**src/rtl/ptd_pkg.sv**
```systemverilog
// ----------------------------------------------------------------------------
// Trial-division prime counter package
// Sequencer states, divider status and fixed constants shared by the block.
// ----------------------------------------------------------------------------
package ptd_pkg;

   // first trial divisor
   localparam int unsigned FIRST_DIVISOR = 2;

   // fixed stream widths
   localparam int unsigned REQ_DATA_BITS = 16;
   localparam int unsigned RSP_DATA_BITS = 24;
   localparam int unsigned OUT_COUNT_BITS = 16;

   // sequencer states
   typedef enum logic [1:0] {
      ST_IDLE,
      ST_CHECK,
      ST_DIVIDE,
      ST_RESULT
   } state_type;

   // divider status back to the sequencer
   typedef struct packed {
      logic done;   // one-cycle pulse, remainder is final
      logic zero;   // remainder is zero
   } div_status_type;

endpackage

```
**src/rtl/prime_count_trial_division_top.sv**
```systemverilog
// ----------------------------------------------------------------------------
// Trial-division prime counter
// Tests each word for primality by trial division and keeps a saturating
// count of primes per set, cleared after the last word of a set.
// ----------------------------------------------------------------------------
//
//   channel | dir | tdata                                    | tlast
//   --------+-----+------------------------------------------+----------
//   req_    | in  | [15:0] value                             | last
//   rsp_    | out | [0] is_prime, [16:1] prime_count, 0 pad  | set_done
//
// Each trial divisor takes one pass of the bit-serial remainder unit, for
// up to about sqrt(value) divisors; values below 4 finish without any
// division. Reset is synchronous and clears the count and handshakes.
// req_tready is high only while idle; a finished word waits in the output
// register and a stalled rsp_ side holds the sequencer in its result state.
//
module prime_count_trial_division_top #(
   parameter int VALUE_BITS = 16,
   parameter int COUNT_BITS = 16
) (
   input  logic        clock,
   input  logic        reset,
   input  logic        req_tvalid,
   output logic        req_tready,
   input  logic [15:0] req_tdata,    // [15:0] value
   input  logic        req_tlast,
   output logic        rsp_tvalid,
   input  logic        rsp_tready,
   output logic [23:0] rsp_tdata,    // [0] is_prime, [16:1] prime_count
   output logic        rsp_tlast
);
   import ptd_pkg::*;

   localparam int SQ_W = VALUE_BITS + 1;
   localparam logic [VALUE_BITS-1:0] D_FIRST = VALUE_BITS'(FIRST_DIVISOR);
   localparam logic [SQ_W-1:0] SQ_FIRST = SQ_W'(FIRST_DIVISOR * FIRST_DIVISOR);

   state_type             state_ff, state_in;
   logic [VALUE_BITS-1:0] v_ff, v_in;
   logic [VALUE_BITS-1:0] d_ff, d_in;
   logic [SQ_W-1:0]       sq_ff, sq_in;
   logic                  last_ff, last_in;
   logic                  prime_ff, prime_in;
   logic [COUNT_BITS-1:0] count_ff, count_next;
   logic                  rsp_valid_ff;
   logic [RSP_DATA_BITS-1:0] rsp_data_ff;
   logic                  rsp_last_ff;
   logic                  div_start;
   logic                  load_rsp;
   logic                  req_ready;
   div_status_type        div_stat;

   // shared remainder unit
   ptd_divider #(
      .VALUE_BITS (VALUE_BITS)
   ) u_div (
      .clock    (clock),
      .reset    (reset),
      .start    (div_start),
      .dividend (v_ff),
      .divisor  (d_ff),
      .status   (div_stat)
   );

   // sequencer: next state and controls
   always_comb begin
      state_in  = state_ff;
      v_in      = v_ff;
      d_in      = d_ff;
      sq_in     = sq_ff;
      last_in   = last_ff;
      prime_in  = prime_ff;
      div_start = 1'b0;
      load_rsp  = 1'b0;
      req_ready = 1'b0;
      case (state_ff)
         ST_IDLE: begin
            req_ready = 1'b1;
            if (req_tvalid) begin
               v_in     = VALUE_BITS'(req_tdata);
               last_in  = req_tlast;
               d_in     = D_FIRST;
               sq_in    = SQ_FIRST;
               state_in = ST_CHECK;
            end
         end
         ST_CHECK: begin
            if (v_ff < D_FIRST) begin
               // zero and one are not prime
               prime_in = 1'b0;
               state_in = ST_RESULT;
            end else if (sq_ff > {1'b0, v_ff}) begin
               // divisor passed the square root: no factor found
               prime_in = 1'b1;
               state_in = ST_RESULT;
            end else begin
               div_start = 1'b1;
               state_in  = ST_DIVIDE;
            end
         end
         ST_DIVIDE: begin
            if (div_stat.done) begin
               if (div_stat.zero) begin
                  prime_in = 1'b0;
                  state_in = ST_RESULT;
               end else begin
                  // (d+1)^2 = d^2 + 2d + 1
                  d_in     = d_ff + 1'b1;
                  sq_in    = sq_ff + {d_ff, 1'b1};
                  state_in = ST_CHECK;
               end
            end
         end
         ST_RESULT: begin
            if (!rsp_valid_ff || rsp_tready) begin
               load_rsp = 1'b1;
               state_in = ST_IDLE;
            end
         end
         default: state_in = ST_IDLE;
      endcase
   end

   // saturating count including this word
   always_comb begin
      count_next = count_ff;
      if (prime_ff && (count_ff != '1)) begin
         count_next = count_ff + 1'b1;
      end
   end

   // control registers
   always_ff @(posedge clock) begin
      if (reset) begin
         state_ff     <= ST_IDLE;
         rsp_valid_ff <= 1'b0;
         count_ff     <= '0;
      end else begin
         state_ff <= state_in;
         if (load_rsp) begin
            rsp_valid_ff <= 1'b1;
            count_ff     <= last_ff ? '0 : count_next;
         end else if (rsp_tready) begin
            rsp_valid_ff <= 1'b0;
         end
      end
   end

   // datapath registers
   always_ff @(posedge clock) begin
      v_ff     <= v_in;
      d_ff     <= d_in;
      sq_ff    <= sq_in;
      last_ff  <= last_in;
      prime_ff <= prime_in;
      if (load_rsp) begin
         rsp_data_ff <= {{(RSP_DATA_BITS - OUT_COUNT_BITS - 1){1'b0}},
                         OUT_COUNT_BITS'(count_next), prime_ff};
         rsp_last_ff <= last_ff;
      end
   end

   assign req_tready = req_ready;
   assign rsp_tvalid = rsp_valid_ff;
   assign rsp_tdata  = rsp_data_ff;
   assign rsp_tlast  = rsp_last_ff;

   // a prime result never comes from a value below two
   a_prime_min: assert property (@(posedge clock) disable iff (reset)
      (load_rsp && prime_ff) |-> (v_ff >= D_FIRST))
      else $error("prime reported for value below two");

   // a division only runs while divisor squared is within the value
   a_div_range: assert property (@(posedge clock) disable iff (reset)
      (state_ff == ST_DIVIDE) |-> (sq_ff <= {1'b0, v_ff}))
      else $error("trial divisor beyond square root");

   // inside a set the count never falls
   a_count_mono: assert property (@(posedge clock) disable iff (reset)
      (load_rsp && !last_ff) |=> (count_ff >= $past(count_ff)))
      else $error("prime count decreased inside a set");

endmodule

```
**src/rtl/ptd_divider.sv**
```systemverilog
// ----------------------------------------------------------------------------
// Remainder unit
// Restoring shift-subtract remainder, one dividend bit per cycle. Operands
// must hold stable from start until done.
// ----------------------------------------------------------------------------
module ptd_divider #(
   parameter int VALUE_BITS = 16
) (
   input  logic                       clock,
   input  logic                       reset,
   input  logic                       start,
   input  logic [VALUE_BITS-1:0]      dividend,
   input  logic [VALUE_BITS-1:0]      divisor,
   output ptd_pkg::div_status_type    status
);
   import ptd_pkg::*;

   localparam int CNT_W = (VALUE_BITS > 1) ? $clog2(VALUE_BITS) : 1;

   logic                  busy_ff, busy_in;
   logic                  done_ff, done_in;
   logic [CNT_W-1:0]      cnt_ff, cnt_in;
   logic [VALUE_BITS-1:0] rem_ff, rem_in;
   logic [VALUE_BITS:0]   trial;

   // start load or one shift-subtract step
   always_comb begin
      busy_in = busy_ff;
      done_in = 1'b0;
      cnt_in  = cnt_ff;
      rem_in  = rem_ff;
      trial   = {rem_ff, dividend[cnt_ff]};
      if (start) begin
         busy_in = 1'b1;
         cnt_in  = CNT_W'(VALUE_BITS - 1);
         rem_in  = '0;
      end else if (busy_ff) begin
         if (trial >= {1'b0, divisor}) begin
            rem_in = VALUE_BITS'(trial - {1'b0, divisor});
         end else begin
            rem_in = trial[VALUE_BITS-1:0];
         end
         if (cnt_ff == '0) begin
            busy_in = 1'b0;
            done_in = 1'b1;
         end else begin
            cnt_in = cnt_ff - 1'b1;
         end
      end
   end

   // control
   always_ff @(posedge clock) begin
      if (reset) begin
         busy_ff <= 1'b0;
         done_ff <= 1'b0;
      end else begin
         busy_ff <= busy_in;
         done_ff <= done_in;
      end
   end

   // datapath
   always_ff @(posedge clock) begin
      cnt_ff <= cnt_in;
      rem_ff <= rem_in;
   end

   assign status.done = done_ff;
   assign status.zero = (rem_ff == '0);

endmodule

```
**config.mk**
```make
export PLATFORM = sky130hd
export DESIGN_NAME = prime_count_trial_division_top
export DESIGN_NICKNAME = d
export VERILOG_FILES = /design/src/rtl/ptd_pkg.sv /design/src/rtl/prime_count_trial_division_top.sv /design/src/rtl/ptd_divider.sv
export SDC_FILE = /design/constraint.sdc
export NUM_CORES = 1
export LEC_CHECK = 0
export BUFFER_PORTS_ARGS = -buffer_cell sky130_fd_sc_hd__buf_2
export CORE_MARGIN = 8
export CORE_UTILIZATION = 45
export DETAILED_ROUTE_END_ITERATION = 10
export GPL_TIMING_DRIVEN = 0
export SLEW_MARGIN = 20
export SYNTH_ARGS = -nofsm -noshare
export SYNTH_HDL_FRONTEND = slang
export SYNTH_SLANG_ARGS = --single-unit
```
**constraint.sdc**
```tcl
create_clock -name clock -period 3.35 [get_ports clock]
set_input_delay 0.1675 -clock clock [delete_from_list [all_inputs] [get_ports clock]]
set_output_delay 0.1675 -clock clock [all_outputs]
set_load 0.05 [all_outputs]
```
==> results.sh <==
export IMPL_grt_pass1_vias=5427
export IMPL_synth_top_family_by_area="simple AND/OR/NAND/NOR gates"
export IMPL_start_util_pct=45.8
export IMPL_rows=45
export IMPL_synthSimpleGateAreaFrac_pct=17.3
export IMPL_outcome="complete, but fails checks"
export IMPL_routed_wl_mm=16.8
export IMPL_avgSynthCellArea_um2=9.73
export IMPL_synth_edf_count=69
export IMPL_cts_tree="yes"
export IMPL_fin_crit_sh_pct=103
export IMPL_wl_per_cell_um=16.8
export IMPL_yosysSeqAreaShare_pct=41.7
export IMPL_drv_cap=0
export IMPL_leakagePower_nw=3.22
export IMPL_synthFlopType="edfxtp_1"
export IMPL_synth_cell_area_um2=6940
export IMPL_power_density_nw_per_um2=688
export IMPL_synth_fa_ha_area_share_pct=9.59
export IMPL_dieArea_um2=19700
export IMPL_final_setup_tns_ns=-0.263
export IMPL_path_max_fanout=4
export IMPL_gp_congestion=0.902
export IMPL_critPathKind="reg -> reg"
export IMPL_drive_gt1_share_pct=15.0
export IMPL_min_path_type="in -> reg"
export IMPL_crit_required_ns=3.62
export IMPL_cts_clk_slew_worst_paths_ns=0.08
export IMPL_grt_max_degree=24
export IMPL_synthXorXnorAreaFrac_pct=6.69
export IMPL_start_kind="flop"
export IMPL_h_tree_depth=3
export IMPL_core_um2=15100
export IMPL_multi_input_area_um2=3770
export IMPL_n_fill_cell=1350
export IMPL_synthCells=713
export IMPL_muxShareOfSynthArea_pct=3.53
export IMPL_slew_headroom_pct=37.5
export IMPL_grt_pass1_wl_mm=27.2
export IMPL_nets=879
export IMPL_dieHeight_um=140
export IMPL_reg2reg_depth=13
export IMPL_cts_root_buf="clkbuf_16"
export IMPL_viasPerCell=5.62
export IMPL_ant_nets=0
export IMPL_antenna_found_initial=0
export IMPL_synth_compound_area_share_pct=15.7
export IMPL_final_min_clock_period_ns=3.45
export IMPL_grt_overflow=0
export IMPL_drt_initial_drc_count=450
export IMPL_track_usage_pct=17.1
export IMPL_dp_hpwl_mm=12.3
export IMPL_synth_distinct_cells=67
export IMPL_report_final_slew_viol_count=0
export IMPL_portBuffers=40
export IMPL_fmax_mhz=290
export IMPL_antenna_diode_count=0
export IMPL_drt_pass1_iter_count=5
export IMPL_vias=5616
export IMPL_drc_errors=0
export IMPL_final_setup_worst_slack_ns=-0.101
export IMPL_regArea_um2=2900
export IMPL_cts_sinks=110
export IMPL_final_setup_skew_ns=0.00534
export IMPL_endpoint_kind="flop"
export IMPL_ir_worst_vdd_uv=396
export IMPL_cts_buffer_depth=2
export IMPL_boundaryPins=48
export IMPL_finalHoldViolations=0
export IMPL_yosysWarnings=0
export IMPL_area_growth_pct=17.5
export IMPL_violations="negative setup slack"
export IMPL_setup_viol=5
export IMPL_cts_buffers=9
export IMPL_whs_ns=0.145
export IMPL_die_x_um=140
export IMPL_async_flop_share_pct=0
export IMPL_rsz0062_at_grt="yes"
export IMPL_synth_seq_cells=110
export IMPL_arrival_ns=3.72
export IMPL_tightest_slew_ns=0.930
export IMPL_clkLatencyLatePin_ns=0.36
export IMPL_holdPathStages=3
[critical path: stages (launching register included)]
cell and delay [ns]:
edfxtp_1 0.43, mux4_2 0.49, mux4_2 0.54, inv_4 0.11, ha_4 0.14, inv_2 0.03, fa_2 0.36, a21oi_4 0.14
o211ai_1 0.24, o21ai_1 0.19, a31oi_1 0.12, xor2_1 0.22, nand2_1 0.09, a311oi_2 0.25
[synth_stat cells, drive strengths merged (3+ instances only)]
cell    instances  area share [%]
a211o           3            0.38
a211oi         17             2.2
a21o           10             1.1
a21oi          49             3.6
a22oi           7            0.76
a311oi          3            0.38
a31oi          10            0.90
and2            3            0.27
and3            8            0.79
and4            5            0.63
buf            13             1.6
clkbuf         24             1.3
dfxtp          41              12
edfxtp         69              30
ha             50             9.0
inv            45             2.4
mux2i          11             1.6
mux4            5             1.6
nand2          39             2.1
nand2b          8            0.72
nand3          25             2.0
nand4          13             1.2
nand4b          3            0.38
nor2           74             4.0
nor2b           9            0.81
nor3           15             1.2
nor3b           3            0.32
nor4           10             1.1
o211ai          8            0.87
o21a            9            0.97
o21ai          30             2.2
o21bai          5            0.54
or3            11            0.99
xnor2          38             4.8
xor2           15             1.9
[cells by family after synthesis]
logic type               Yosys count
AND/OR/NAND/NOR                  233
adder cells (fa/ha/maj)           52
buffers and inverters             82
multiplexers                      18
XOR/XNOR                          53
AO/OA/AOI/OAI                    164
other                              1
flip-flops                       110
[path summary, 6_finish.rpt]
path / from / slack, ns / end
setup / recovery: v_ff[15] / -0.10 / u_div.rem_ff[10]
hold / removal: rsp_tready / 0.14 / rsp_tvalid
setup reg to reg: v_ff[15] / -0.10 / u_div.rem_ff[10]
hold reg to reg: u_div.rem_ff[9] / 0.52 / u_div.rem_ff[9]
[metal layers]
metal / global-route usage (%) / share of wire (%) / vias up / routed length [um]
li1: - / - / 2785 / -
met1: 22.6 / 48 / 2695 / 8080
met2: 27.6 / 46 / 117 / 7820
met3: 3.98 / 4.4 / 19 / 733
met4: 4.29 / 1.2 / 0 / 195
met5: 0 / 0 / - / 0
[per-stage QoR]
stage / cell area [um^2] / power (mW) / std cells / util [%] / setup slack, ns
after floorplan: 6980 / 3.62 / 719 / - / 0.00968
after global placement: 7410 / 4.06 / 947 / 48.9 / -0.595
after detailed placement: 7450 / 4.13 / 949 / 49.2 / -0.634
after CTS: 8100 / 5.51 / 995 / 53.5 / -0.104
after global routing: 8160 / 5.95 / 999 / 53.8 / -0.221
final: 8160 / 5.61 / 999 / 53.8 / -0.101
[layout make-up]
type	count	share of cell area, %
Sequential cell	110	35.6
Timing Repair Buffer	79	6.78
Tap cell	188	2.88
Clock inverter	7	1.24
Clock buffer	9	2.76
Multi-Input combinational cell	527	46.3
Inverter	45	2.10
Buffer	34	2.38
[report_power, final]
part           internal, mW  total (mW)  switching [mW]
Sequential             1.65        1.87           0.225
Clock                 0.607        1.17           0.560
Combinational          1.19        2.57            1.38
[state kept, by name, indices dropped and copies added (netlist names)]
| signal | flops |
|---|---|
| v_ff | 16 |
| u_div.rem_ff | 16 |
| rsp_tdata | 17 |
| u_div.cnt_ff | 4 |
| count_ff | 16 |
| sq_ff | 17 |
| prime_ff | 1 |
| rsp_tvalid | 1 |
| u_div.busy_ff | 1 |
| u_div.done_ff | 1 |
| rsp_tlast | 1 |
| state_ff | 2 |
| last_ff | 1 |
| d_ff | 16 |
[cells in the final DEF, fill, tap and decap left out, types with 9 or more instances in the layout]
| cell type | count |
|---|---|
| nor2_1 | 74 |
| edfxtp_1 | 69 |
| ha_1 | 49 |
| a21oi_1 | 45 |
| inv_1 | 43 |
| buf_2 | 41 |
| nand2_1 | 39 |
| dfxtp_1 | 39 |
| xnor2_1 | 38 |
| o21ai_0 | 28 |
| buf_4 | 26 |
| nand3_1 | 24 |
| clkbuf_1 | 20 |
| dlygate4sd3_1 | 18 |
| xor2_1 | 15 |
| a211oi_1 | 15 |
| nor3_1 | 14 |
| nand4_1 | 13 |
| mux2i_1 | 11 |
| or3_1 | 11 |
| a31oi_1 | 10 |
| nor4_1 | 9 |
| a21o_1 | 9 |
| o21a_1 | 9 |
| nor2b_1 | 9 |
| clkbuf_16 | 9 |
[timing repair]
action	CTS	global route
buffers inserted	15	5
pin swaps	13	11
gates resized for setup	15	6
hold endpoints to repair	18	0
hold buffers	18	0
setup endpoints to repair	16	14
Note: power is estimated with default switching activity, not from simulation.
